===== config.mk =====
export PLATFORM = sky130hd
export DESIGN_NAME = sca_ctrl
export DESIGN_NICKNAME = d
export VERILOG_FILES = /design/src/design/assert_macros.svh /design/src/design/sca_pkg.sv /design/src/design/sca_ctrl.sv
export SDC_FILE = /design/constraint.sdc
export NUM_CORES = 1
export LEC_CHECK = 0
export CORE_MARGIN = 2
export CORE_UTILIZATION = 55
export CTS_BUF_LIST = sky130_fd_sc_hd__clkbuf_4
export CTS_CLUSTER_SIZE = 16
export DETAILED_ROUTE_END_ITERATION = 8
export DONT_BUFFER_PORTS = 1
export PLACE_DENSITY = 0.81
export SKIP_CTS_REPAIR_TIMING = 1
export SLEW_MARGIN = 30
export SYNTH_ARGS = -nofsm -noshare
export SYNTH_HDL_FRONTEND = slang
export SYNTH_SLANG_ARGS = --single-unit
export TNS_END_PERCENT = 1

===== constraint.sdc =====
create_clock -name i_clk -period 4.5 [get_ports i_clk]
set_input_delay 0.225 -clock i_clk [delete_from_list [all_inputs] [get_ports i_clk]]
set_output_delay 0.225 -clock i_clk [all_outputs]
set_load 0.02 [all_outputs]

===== src/design/assert_macros.svh =====
// ---------------------------------------------------------------------------
// Assertion macros shared by the sector chain allocator.
// Each use expands to one labelled concurrent assertion that is switched off
// while the synchronous reset is held.
// ---------------------------------------------------------------------------
`ifndef ASSERT_MACROS_SVH
`define ASSERT_MACROS_SVH

// Assertion on an explicit clock and active-low reset.
`define SCA_ASSERT_CLK(label, clk, rst_n, prop, msg) \
    label: assert property (@(posedge clk) disable iff (!rst_n) prop) else $error(msg);

// Assertion on the usual i_clk and i_rst_n of a module.
`define SCA_ASSERT(label, prop, msg) \
    `SCA_ASSERT_CLK(label, i_clk, i_rst_n, prop, msg)

`endif


===== src/design/sca_pkg.sv =====
// ---------------------------------------------------------------------------
// sca_pkg: shared types and constants of the sector chain allocator
// Table sizes, entry codes, request modes and the command and status
// bundles that join the sequencer to the datapath.
// ---------------------------------------------------------------------------
package sca_pkg;

    localparam int MAX_SECTORS = 4096;
    localparam int IDX_W       = 12;
    localparam int CNT_W       = 13;
    localparam int ENT_W       = 13;

    // An entry holds a link (below MAX_SECTORS), a free mark or an end mark.
    localparam logic [ENT_W-1:0] ENTRY_FREE = 13'h1FFE;
    localparam logic [ENT_W-1:0] ENTRY_EOC  = 13'h1FFF;

    localparam logic [CNT_W-1:0] FREE_CAP    = 13'h1FFF;
    localparam logic [CNT_W-1:0] SECTORS_MAX = 13'(MAX_SECTORS);
    localparam logic [CNT_W-1:0] FREE_RST    = 13'(MAX_SECTORS - 1);
    localparam logic [CNT_W-1:0] CLR_LAST    = 13'(MAX_SECTORS - 1);

    typedef enum logic [2:0] {
        MODE_ALLOC   = 3'd0,
        MODE_APPEND  = 3'd1,
        MODE_RELEASE = 3'd2,
        MODE_TRUNC   = 3'd3,
        MODE_READ    = 3'd4,
        MODE_FORMAT  = 3'd5
    } t_mode;

    typedef enum logic [1:0] {
        RD_NONE = 2'd0,
        RD_IDX  = 2'd1,
        RD_CUR  = 2'd2
    } t_rd_op;

    typedef enum logic [2:0] {
        WR_NONE     = 3'd0,
        WR_CLEAR    = 3'd1,
        WR_ALLOC    = 3'd2,
        WR_LINK     = 3'd3,
        WR_LINK_END = 3'd4,
        WR_CUT      = 3'd5,
        WR_FREE     = 3'd6
    } t_wr_op;

    typedef struct packed {
        logic   load;
        t_rd_op rd_op;
        t_wr_op wr_op;
        logic   clr_init;
        logic   scan_init;
        logic   scan_wrap;
        logic   scan_next;
        logic   set_full;
        logic   walk_init;
        logic   walk_trunc;
        logic   walk_step;
        logic   rel_init;
        logic   rdn_cap;
        logic   emit;
    } t_sca_cmd;

    typedef struct packed {
        logic free_zero;
        logic scan_ok;
        logic scan_phase;
        logic clr_last;
        logic rd_free;
        logic rd_eoc;
        logic rd_link;
        logic walk_more;
        logic rel_skip;
        logic out_free;
    } t_sca_stat;

endpackage


===== src/design/sca_ctrl.sv =====
// ---------------------------------------------------------------------------
// sca_ctrl: request sequencer of the sector chain allocator
// One-hot state machine that steps the datapath through the clearing sweep,
// the free search, the chain walks and the result hand-off.
// ---------------------------------------------------------------------------
module sca_ctrl
    import sca_pkg::*;
(
    input  logic       i_clk,
    input  logic       i_rst_n,
    input  logic       i_in_valid,
    input  logic [2:0] i_mode,
    output logic       o_in_ready,
    input  t_sca_stat  i_stat,
    output t_sca_cmd   o_cmd
);

    typedef enum logic [15:0] {
        S_INIT     = 16'h0001,
        S_IDLE     = 16'h0002,
        S_CLEAR    = 16'h0004,
        S_SCAN_RD  = 16'h0008,
        S_SCAN_EV  = 16'h0010,
        S_WALK_RD  = 16'h0020,
        S_WALK_EV  = 16'h0040,
        S_APP_LINK = 16'h0080,
        S_APP_END  = 16'h0100,
        S_TAIL_RD  = 16'h0200,
        S_TAIL_EV  = 16'h0400,
        S_REL_RD   = 16'h0800,
        S_REL_EV   = 16'h1000,
        S_RDN_RD   = 16'h2000,
        S_RDN_EV   = 16'h4000,
        S_DONE     = 16'h8000
    } t_state;

    t_state r_state;
    t_state n_state;
    t_mode  r_mode;
    t_state w_walk_next;

    assign o_in_ready  = (r_state == S_IDLE);
    assign w_walk_next = (r_mode == MODE_APPEND) ? S_APP_LINK : S_TAIL_RD;

    always_ff @(posedge i_clk) begin
        if (!i_rst_n) begin
            r_state <= S_INIT;
            r_mode  <= MODE_ALLOC;
        end else begin
            r_state <= n_state;
            if (r_state == S_IDLE && i_in_valid) begin
                r_mode <= t_mode'(i_mode);
            end
        end
    end

    always_comb begin
        n_state = r_state;
        o_cmd   = '0;
        unique case (r_state)
            S_INIT: begin
                o_cmd.wr_op = WR_CLEAR;
                if (i_stat.clr_last) begin
                    n_state = S_IDLE;
                end
            end
            S_IDLE: begin
                if (i_in_valid) begin
                    o_cmd.load = 1'b1;
                    unique case (t_mode'(i_mode))
                        MODE_ALLOC: begin
                            o_cmd.scan_init = 1'b1;
                            n_state         = S_SCAN_RD;
                        end
                        MODE_APPEND: begin
                            o_cmd.walk_init = 1'b1;
                            n_state         = S_WALK_RD;
                        end
                        MODE_RELEASE: begin
                            o_cmd.rel_init = 1'b1;
                            n_state        = S_REL_RD;
                        end
                        MODE_TRUNC: begin
                            o_cmd.walk_init  = 1'b1;
                            o_cmd.walk_trunc = 1'b1;
                            n_state          = S_WALK_RD;
                        end
                        MODE_READ: begin
                            n_state = S_RDN_RD;
                        end
                        MODE_FORMAT: begin
                            o_cmd.clr_init = 1'b1;
                            n_state        = S_CLEAR;
                        end
                        default: begin
                            n_state = S_DONE;
                        end
                    endcase
                end
            end
            S_CLEAR: begin
                o_cmd.wr_op = WR_CLEAR;
                if (i_stat.clr_last) begin
                    n_state = S_DONE;
                end
            end
            S_SCAN_RD: begin
                priority if (i_stat.free_zero) begin
                    o_cmd.set_full = 1'b1;
                    n_state        = S_DONE;
                end else if (i_stat.scan_ok) begin
                    o_cmd.rd_op = RD_IDX;
                    n_state     = S_SCAN_EV;
                end else if (!i_stat.scan_phase) begin
                    o_cmd.scan_wrap = 1'b1;
                end else begin
                    o_cmd.set_full = 1'b1;
                    n_state        = S_DONE;
                end
            end
            S_SCAN_EV: begin
                if (i_stat.rd_free) begin
                    o_cmd.wr_op = WR_ALLOC;
                    n_state     = S_DONE;
                end else begin
                    o_cmd.scan_next = 1'b1;
                    n_state         = S_SCAN_RD;
                end
            end
            S_WALK_RD: begin
                if (i_stat.walk_more) begin
                    o_cmd.rd_op = RD_CUR;
                    n_state     = S_WALK_EV;
                end else begin
                    n_state = w_walk_next;
                end
            end
            S_WALK_EV: begin
                if (i_stat.rd_link) begin
                    o_cmd.walk_step = 1'b1;
                    n_state         = S_WALK_RD;
                end else begin
                    n_state = w_walk_next;
                end
            end
            S_APP_LINK: begin
                o_cmd.wr_op = WR_LINK;
                n_state     = S_APP_END;
            end
            S_APP_END: begin
                o_cmd.wr_op = WR_LINK_END;
                n_state     = S_DONE;
            end
            S_TAIL_RD: begin
                o_cmd.rd_op = RD_CUR;
                n_state     = S_TAIL_EV;
            end
            S_TAIL_EV: begin
                if (i_stat.rd_link) begin
                    o_cmd.wr_op    = WR_CUT;
                    o_cmd.rel_init = 1'b1;
                    n_state        = S_REL_RD;
                end else begin
                    n_state = S_DONE;
                end
            end
            S_REL_RD: begin
                if (i_stat.walk_more) begin
                    o_cmd.rd_op = RD_CUR;
                    n_state     = S_REL_EV;
                end else begin
                    n_state = S_DONE;
                end
            end
            S_REL_EV: begin
                if (i_stat.rel_skip) begin
                    n_state = S_DONE;
                end else begin
                    o_cmd.wr_op = WR_FREE;
                    n_state     = i_stat.rd_link ? S_REL_RD : S_DONE;
                end
            end
            S_RDN_RD: begin
                o_cmd.rd_op = RD_CUR;
                n_state     = S_RDN_EV;
            end
            S_RDN_EV: begin
                o_cmd.rdn_cap = 1'b1;
                n_state       = S_DONE;
            end
            S_DONE: begin
                if (i_stat.out_free) begin
                    o_cmd.emit = 1'b1;
                    n_state    = S_IDLE;
                end
            end
            default: begin
                n_state = S_IDLE;
            end
        endcase
    end

endmodule


==> flow_summary.ini, run 1 <==
[synth]
synth_area_leaders = dfxtp_1 26%, nor2_1 6.2%, nor4_4 5.9%, nand2_1 5.4%, nand3_1 3.5%
synth.top_cells.by_count = 24 x nor2_1, 21 x nand2_1, 19 x dfxtp_1
dominantRegCellSynth = dfxtp_1
syn_inst = 179
yosysMostFrequentCell = nor2_1
synth.distinct_cells = 56
async_reset_ff_share_pct = 0
avgSynthCellArea_um2 = 8.10
synth_area_mm2 = 0.00145
yosysSeqAreaShare_pct = 26.2
synth-seq-cells = 19
synth-edff-count = 0
synth_top_area_share_pct = 26.2
syn-num-nets = 195
synth_top_area_cell = dfxtp_1
yosysWarnings = 0

[worst_setup_path]
ff2ff_setup_slack_ns = 1.98
crit_chain = nor4_4, nand4_1, inv_2, nand2_2, nor3b_2, and2_1
required_ns = 4.28
end_kind = output pin
crit_path_max_incr_delay_ns = 0.69
worstPathMaxFanout = 12
worstSetupStartpointType = register
cp_slowest_cell = nor4_4
worst-setup-path-type = reg2out
cp_data_arrival_time_ns = 2.85

[place]
dpl-instance-area_mm2 = 0.00142
place_inst = 200
portBuffers = 0
routabilityCongestion = 0.895
hpwl_um = 2730

[clocking]
clk_path_buf_depth = 2
numCtsBuffers = 3
cts_tree = done
cts-root-buf = clkbuf_4
clk_latency_ns = 0.30
clk_pin_slew_ns = 0.12
cts_max_level = 1
cts.sinks = 19

[route]
drt_pass1_iterations = 4
wl_um = 3450
postRouteAntennaNets = 0
drcViolationCount = 0
wl_per_cell_um = 16.7
drt_iter0_drc = 51
vias_per_cell = 6.57
vias = 1353

[run_status]
status = completed

[cells_and_area]
diodes = 0
multi_input_area_um2 = 963
fin_cells = 206
drive_above_1_share_pct = 15.3
regArea_um2 = 380
area_growth_pct = 0.863
final_area_mm2 = 0.00146
nNetsFinal = 193
fillers = 251

[timing]
max_freq_mhz = 326
period_minus_slack_ns = 3.07
setup_viol = 0
period_share_pct = 68.3
rsz0062_at_grt = no
worstMarginPinSlew_ns = 0.701
hold_ws_ns = 0.0248
fin_worst_skew_ns = 0.00843
hold_violations = 0
setup-tns-final_ns = 0
maxSlewViolCount = 0
slew_headroom_pct = 52.9

[global_route]
grt_max_degree = 13
grt_pass1_wl_um = 5820
grt.overflow.total = 0
grt_pass1_vias = 1271
antenna_found_initial = 0
grt_use_total_pct = 23.4

[die]
core_mm2 = 0.00248
fp.dieW_um = 55.4
io_pins = 34
die_area_mm2 = 0.00306
initial_core_util_pct = 58.5
die_h_um = 55.4
rows = 18

[flow_run]
drv_cap = 0

[worst_hold_path]
hold_class = in2reg

[power_and_ir_drop]
power_density_mw_per_mm2 = 216
p_leak_nw = 0.563
totalPowerFinal_mw = 0.316
ir_drop_mv = 0.158
==> cell usage in the layout, fill, tap and decap left out, drive strengths merged, types with 3 or more instances in the layout <==
master,count
a21oi,7
clkbuf,3
dfxtp,19
inv,9
nand2,22
nand3,11
nand4,6
nor2,25
nor3,9
nor4,10
nor4b,4
o21ai,5
or4,3
xnor2,3
==> worst max-delay path: cells and delay by family, from the launching register on <==
family | cells | cell delay, ns
buffers and inverters | 1 | 0.25
and+or+nand+nor | 5 | 1.89
DFF | 1 | 0.40
==> layer usage <==
layer	GRT usage (%)	wire [µm]	share of wire, %
met5	0	0	0
met4	10.5	70	2.0
met3	4.45	204	5.9
met2	35.5	1570	46
met1	32.0	1600	47
==> power by group <==
group          internal, mW  switching [mW]
Combinational        0.0189          0.0291
Sequential            0.171         0.00605
Clock                0.0331          0.0576
Total                 0.223          0.0927
==> through the flow <==
stage               setup WS [ns]  utilization [%]
global route                 1.27             59.0
CTS                          1.44             58.2
finish                       1.43             59.0
global placement             1.84             57.1
detailed placement           1.80             57.1
floorplan                    2.23                -
==> registers in the layout, indices dropped and copies added, names as in the netlist <==
| register | cells |
|---|---|
| r_state | 16 |
| r_mode | 3 |
==> cell families after synthesis <==
group,count (synthesis),synth area share (%)
buffers and inverters,18,7.33
multiplexers,1,0.690
flip-flops,19,26.2
XOR/XNOR,5,3.02
AND/OR/NAND/NOR,107,47.8
AO/OA/AOI/OAI,29,14.9
==> worst paths after layout <==
kind                                  start     endpoint  cells after the start
worst max-delay path            r_state[15]     o_cmd[4]                      6
worst min-delay path                i_rst_n   r_state[3]                      1
worst max register to register  r_state[15]  r_state[15]                      6
worst min register to register    r_mode[1]    r_mode[1]                      2
==> final cells by class <==
| cell class | count | share of cell area (%) |
|---|---|---|
| Multi-Input combinational cell | 142 | 65.9 |
| Sequential cell | 19 | 26.0 |
| Tap cell | 30 | 2.57 |
| Inverter | 9 | 2.31 |
| Clock buffer | 3 | 1.54 |
| Timing Repair Buffer | 2 | 1.37 |
| Clock inverter | 1 | 0.342 |
(Power assumes the default switching activity.)
==> run 2: changes to the inputs <==
==> constraint.sdc (replaced) <==
create_clock -name i_clk -period 3 [get_ports i_clk]
set_input_delay 0.15 -clock i_clk [delete_from_list [all_inputs] [get_ports i_clk]]
set_output_delay 0.15 -clock i_clk [all_outputs]
set_load 0.02 [all_outputs]
==> flow_summary.ini, run 2 (synthesis results as in run 1) <==
[run_status]
status = completed

[flow_run]
drv_cap = 0

[power_and_ir_drop]
ir_drop_mv = 0.235
p_leak_nw = 0.593
power_density_mw_per_mm2 = 313

[global_route]
met3_usage_pct = 5.39
grt_use_met1_pct = 30.3
grt_pass1_wl_um = 5590
grt_max_degree = 12
antenna_found_initial = 0
grt_use_total_pct = 22.4
grt.busiest_layer = met2
grt_pass1_vias = 1229
grt.overflow.total = 0
grt_util_met2_pct = 33.7

[worst_setup_path]
worst-setup-path-type = reg2out
cp_data_arrival_time_ns = 2.63
worstPathMaxFanout = 7
end_kind = output pin
r2r_start = r_state[8]
required_ns = 2.85
crit_start = r_state[4]
worstSetupStartpointType = register

[timing]
rsz0062_at_grt = no
hold_violations = 0
worstMarginPinSlew_ns = 0.656
setup-tns-final_ns = 0
period_minus_slack_ns = 2.78
slew_headroom_pct = 55.8
max_freq_mhz = 360
period_share_pct = 92.6
setup_viol = 0
maxSlewViolCount = 0
fin_worst_skew_ns = 0.00165

[cells_and_area]
regMostFlops = r_state
nNetsFinal = 199
area_growth_pct = 5.09
largest_reg_flops = 16
layout_common_cells = 24 x nor2_1, 21 x nand2_1, 19 x dfxtp_1
drive_above_1_share_pct = 16.5
largestRegisters = r_state: 16 flops, r_mode: 3 flops
utilization_pct = 61.5
multi_input_area_um2 = 970
diodes = 0
final_common_cell = nor2_1
fillers = 223
regArea_um2 = 380
final_area_mm2 = 0.00152

[die]
die_area_mm2 = 0.00306
rows = 18
core_mm2 = 0.00248
io_pins = 34
fp.dieW_um = 55.4
die_h_um = 55.4
initial_core_util_pct = 58.5

[clocking]
cts_max_level = 1
numCtsBuffers = 3
cts-root-buf = clkbuf_4
clk_path_buf_depth = 2
cts.sinks = 19
clk_latency_ns = 0.30
cts_tree = done
clk_pin_slew_ns = 0.11

[place]
routabilityCongestion = 0.930
portBuffers = 0
hpwl_um = 2690
dpl-instance-area_mm2 = 0.00143

[route]
postRouteAntennaNets = 0
wl_um = 3480
wl_per_cell_um = 16.4
drt_iter0_drc = 74
drt_pass1_iterations = 4
vias_per_cell = 6.50
vias = 1377
drcViolationCount = 0

[worst_hold_path]
hp-start = i_stat[3]
hold_class = in2reg
run 2: cell count changes in the layout (fill, tap and decap cells not counted):
cell / change
buf_4: +2
dlygate4sd3_1: +4
nor4b_1: -1
nor4b_2: +1
run 2: critical path: stages (launching register included):
cell     delay [ns]
dfxtp_1        0.39
nor4_4         0.52
nand4_1        0.33
inv_2          0.24
nand2_2        0.14
nor3b_2        0.39
and2_1         0.31
run 2: power by group:
part / switching [mW] / leakage (nW) / internal [mW] / total, mW
Combinational: 0.0465 / 0.422 / 0.0318 / 0.0783
Sequential: 0.00924 / 0.154 / 0.257 / 0.266
Clock: 0.0834 / 0.0177 / 0.0496 / 0.133
run 2: path summary, 6_finish.rpt:
check	end	slack (ns)	cells past startpoint
setup reg to reg	r_state[13]	0.30	7
setup / recovery	o_cmd[4]	0.22	6
hold / removal	r_state[5]	0.03	2
hold reg to reg	r_mode[2]	0.46	2
run 2: stage by stage:
step	setup slack, ns	total power, mW	instances	hold slack (ns)
final	0.221	0.477	212	0.0269
after global placement	0.575	0.339	202	0.224
after CTS	0.200	0.469	206	-0.102
after global routing	0.0991	0.503	212	0.0197
after floorplan	0.805	0.337	179	0.221
after detailed placement	0.550	0.340	202	0.224
run 2: layout make-up:
| class | count | area share (%) |
|---|---|---|
| repair buffers | 8 | 4.93 |
| clock inverters | 1 | 0.328 |
| clock buffers | 3 | 1.48 |
| multi-input cells | 142 | 63.6 |
| inverters | 9 | 2.22 |
| flip-flops and latches | 19 | 25.0 |
| well taps | 30 | 2.46 |
run 2: per-layer routing:
metal  up-vias  routed length (µm)
met4         0                  31
met1       617                1480
li1        670                   -
met3         4                 358
met5         -                   0
met2        86                1610
==> run 3: changes to the inputs <==
--- a/config.mk
+++ b/config.mk
@@ -5,7 +5,6 @@
 export SDC_FILE = /design/constraint.sdc
 export NUM_CORES = 1
 export LEC_CHECK = 0
-export CORE_MARGIN = 2
 export CORE_UTILIZATION = 55
 export CTS_BUF_LIST = sky130_fd_sc_hd__clkbuf_4
 export CTS_CLUSTER_SIZE = 16
==> flow_summary.ini, run 3 (synthesis results as in run 1) <==
[run_status]
status = completed

[die]
die_area_mm2 = 0.00285
core_mm2 = 0.00248
initial_core_util_pct = 58.5
die_h_um = 53.4
rows = 18
fp.dieW_um = 53.4
io_pins = 34

[cells_and_area]
nNetsFinal = 199
final_common_cell = nor2_1
regMostFlops = r_state
diodes = 0
layout_common_cells = 24 x nor2_1, 21 x nand2_1, 19 x dfxtp_1
fin_cells = 212
final_area_mm2 = 0.00152
drive_above_1_share_pct = 15.9
largestRegisters = r_state: 16 flops, r_mode: 3 flops
area_growth_pct = 4.66
largest_reg_flops = 16

[clocking]
cts.sinks = 19
cts_max_level = 1
cts_tree = done
clk_pin_slew_ns = 0.11
clk_path_buf_depth = 2
numCtsBuffers = 3
clk_latency_ns = 0.30
cts-root-buf = clkbuf_4

[global_route]
grt.overflow.total = 0
grt_max_degree = 12
grt_use_total_pct = 26.6
antenna_found_initial = 0
grt_pass1_vias = 1177
grt_pass1_wl_um = 5410

[worst_setup_path]
worstPathMaxFanout = 8
critical_path.top_delay_family = simple AND/OR/NAND/NOR gates
cp_data_arrival_time_ns = 2.74
cp_slowest_cell = dfxtp_1
required_ns = 2.85
crit_path_max_incr_delay_ns = 0.53
worst-setup-path-type = reg2out
end_kind = output pin
worstSetupStartpointType = register
critPathBufInv = 1
crit_chain = nor4b_1, nand4_1, inv_2, nand2_2, nor3b_2, and2_1

[route]
drt_iter0_drc = 38
drcViolationCount = 0
wl_um = 3600
vias = 1392
drt_pass1_iterations = 4
postRouteAntennaNets = 0
wl_per_cell_um = 17.0
vias_per_cell = 6.57

[flow_run]
drv_cap = 0

[timing]
setup-tns-final_ns = 0
maxSlewViolCount = 0
hold_violations = 0
period_share_pct = 96.3
hold_ws_ns = 0.0109
fin_worst_skew_ns = 0.00328
slew_headroom_pct = 56.2
setup_viol = 0
worstMarginPinSlew_ns = 0.651
max_freq_mhz = 346
period_minus_slack_ns = 2.89

[power_and_ir_drop]
ir_drop_mv = 0.253
p_leak_nw = 0.592
power_density_mw_per_mm2 = 315

[worst_hold_path]
hold_class = in2reg

[place]
place_inst = 202
routabilityCongestion = 0.908
hpwl_um = 2700
portBuffers = 0
dpl-instance-area_mm2 = 0.00143
run 3: per-stage QoR:
step / util [%] / setup slack [ns] / total power, mW
2_1_floorplan: - / 0.805 / 0.337
3_3_place_gp: 57.7 / 0.585 / 0.339
3_5_place_dp: 57.7 / 0.554 / 0.340
4_1_cts: 58.8 / 0.168 / 0.473
5_1_grt: 61.3 / -0.0172 / 0.501
6_report: 61.3 / 0.112 / 0.478
run 3: worst paths after layout:
kind | startpoint | end | slack [ns] | cells after the start
worst max register to register | r_state[8] | r_state[13] | 0.31 | 7
worst max-delay path | r_state[1] | o_cmd[4] | 0.11 | 6
worst min register to register | r_mode[2] | r_mode[2] | 0.46 | 2
worst min-delay path | i_mode[0] | r_state[5] | 0.01 | 2
run 3: worst reg2reg max path: cells and delay by family (launching register included):
kind	cells	cell delay (ns)
flops	1	0.41
buf+inv	1	0.56
compound gates	1	0.15
simple gates	5	1.48
run 3: power breakdown:
group	leakage, nW	internal [mW]	switching (mW)
registers	0.154	0.257	0.00900
clock network	0.0177	0.0497	0.0840
logic	0.420	0.0313	0.0469
run 3: cell type report:
class                           instances  area [µm²]
Clock buffer                            3        22.5
Clock inverter                          1        5.00
Fill cell                             228         960
Inverter                                9        33.8
Multi-Input combinational cell        142         963
Sequential cell                        19         380
Tap cell                               30        37.5
Timing Repair Buffer                    8        75.1
run 3: per-layer routing:
metal	track usage, %	routed length, µm	up-vias
met3	5.46	264	10
li1	-	-	666
met4	15.4	110	0
met2	39.2	1690	66
met1	35.1	1540	650
met5	0	0	-
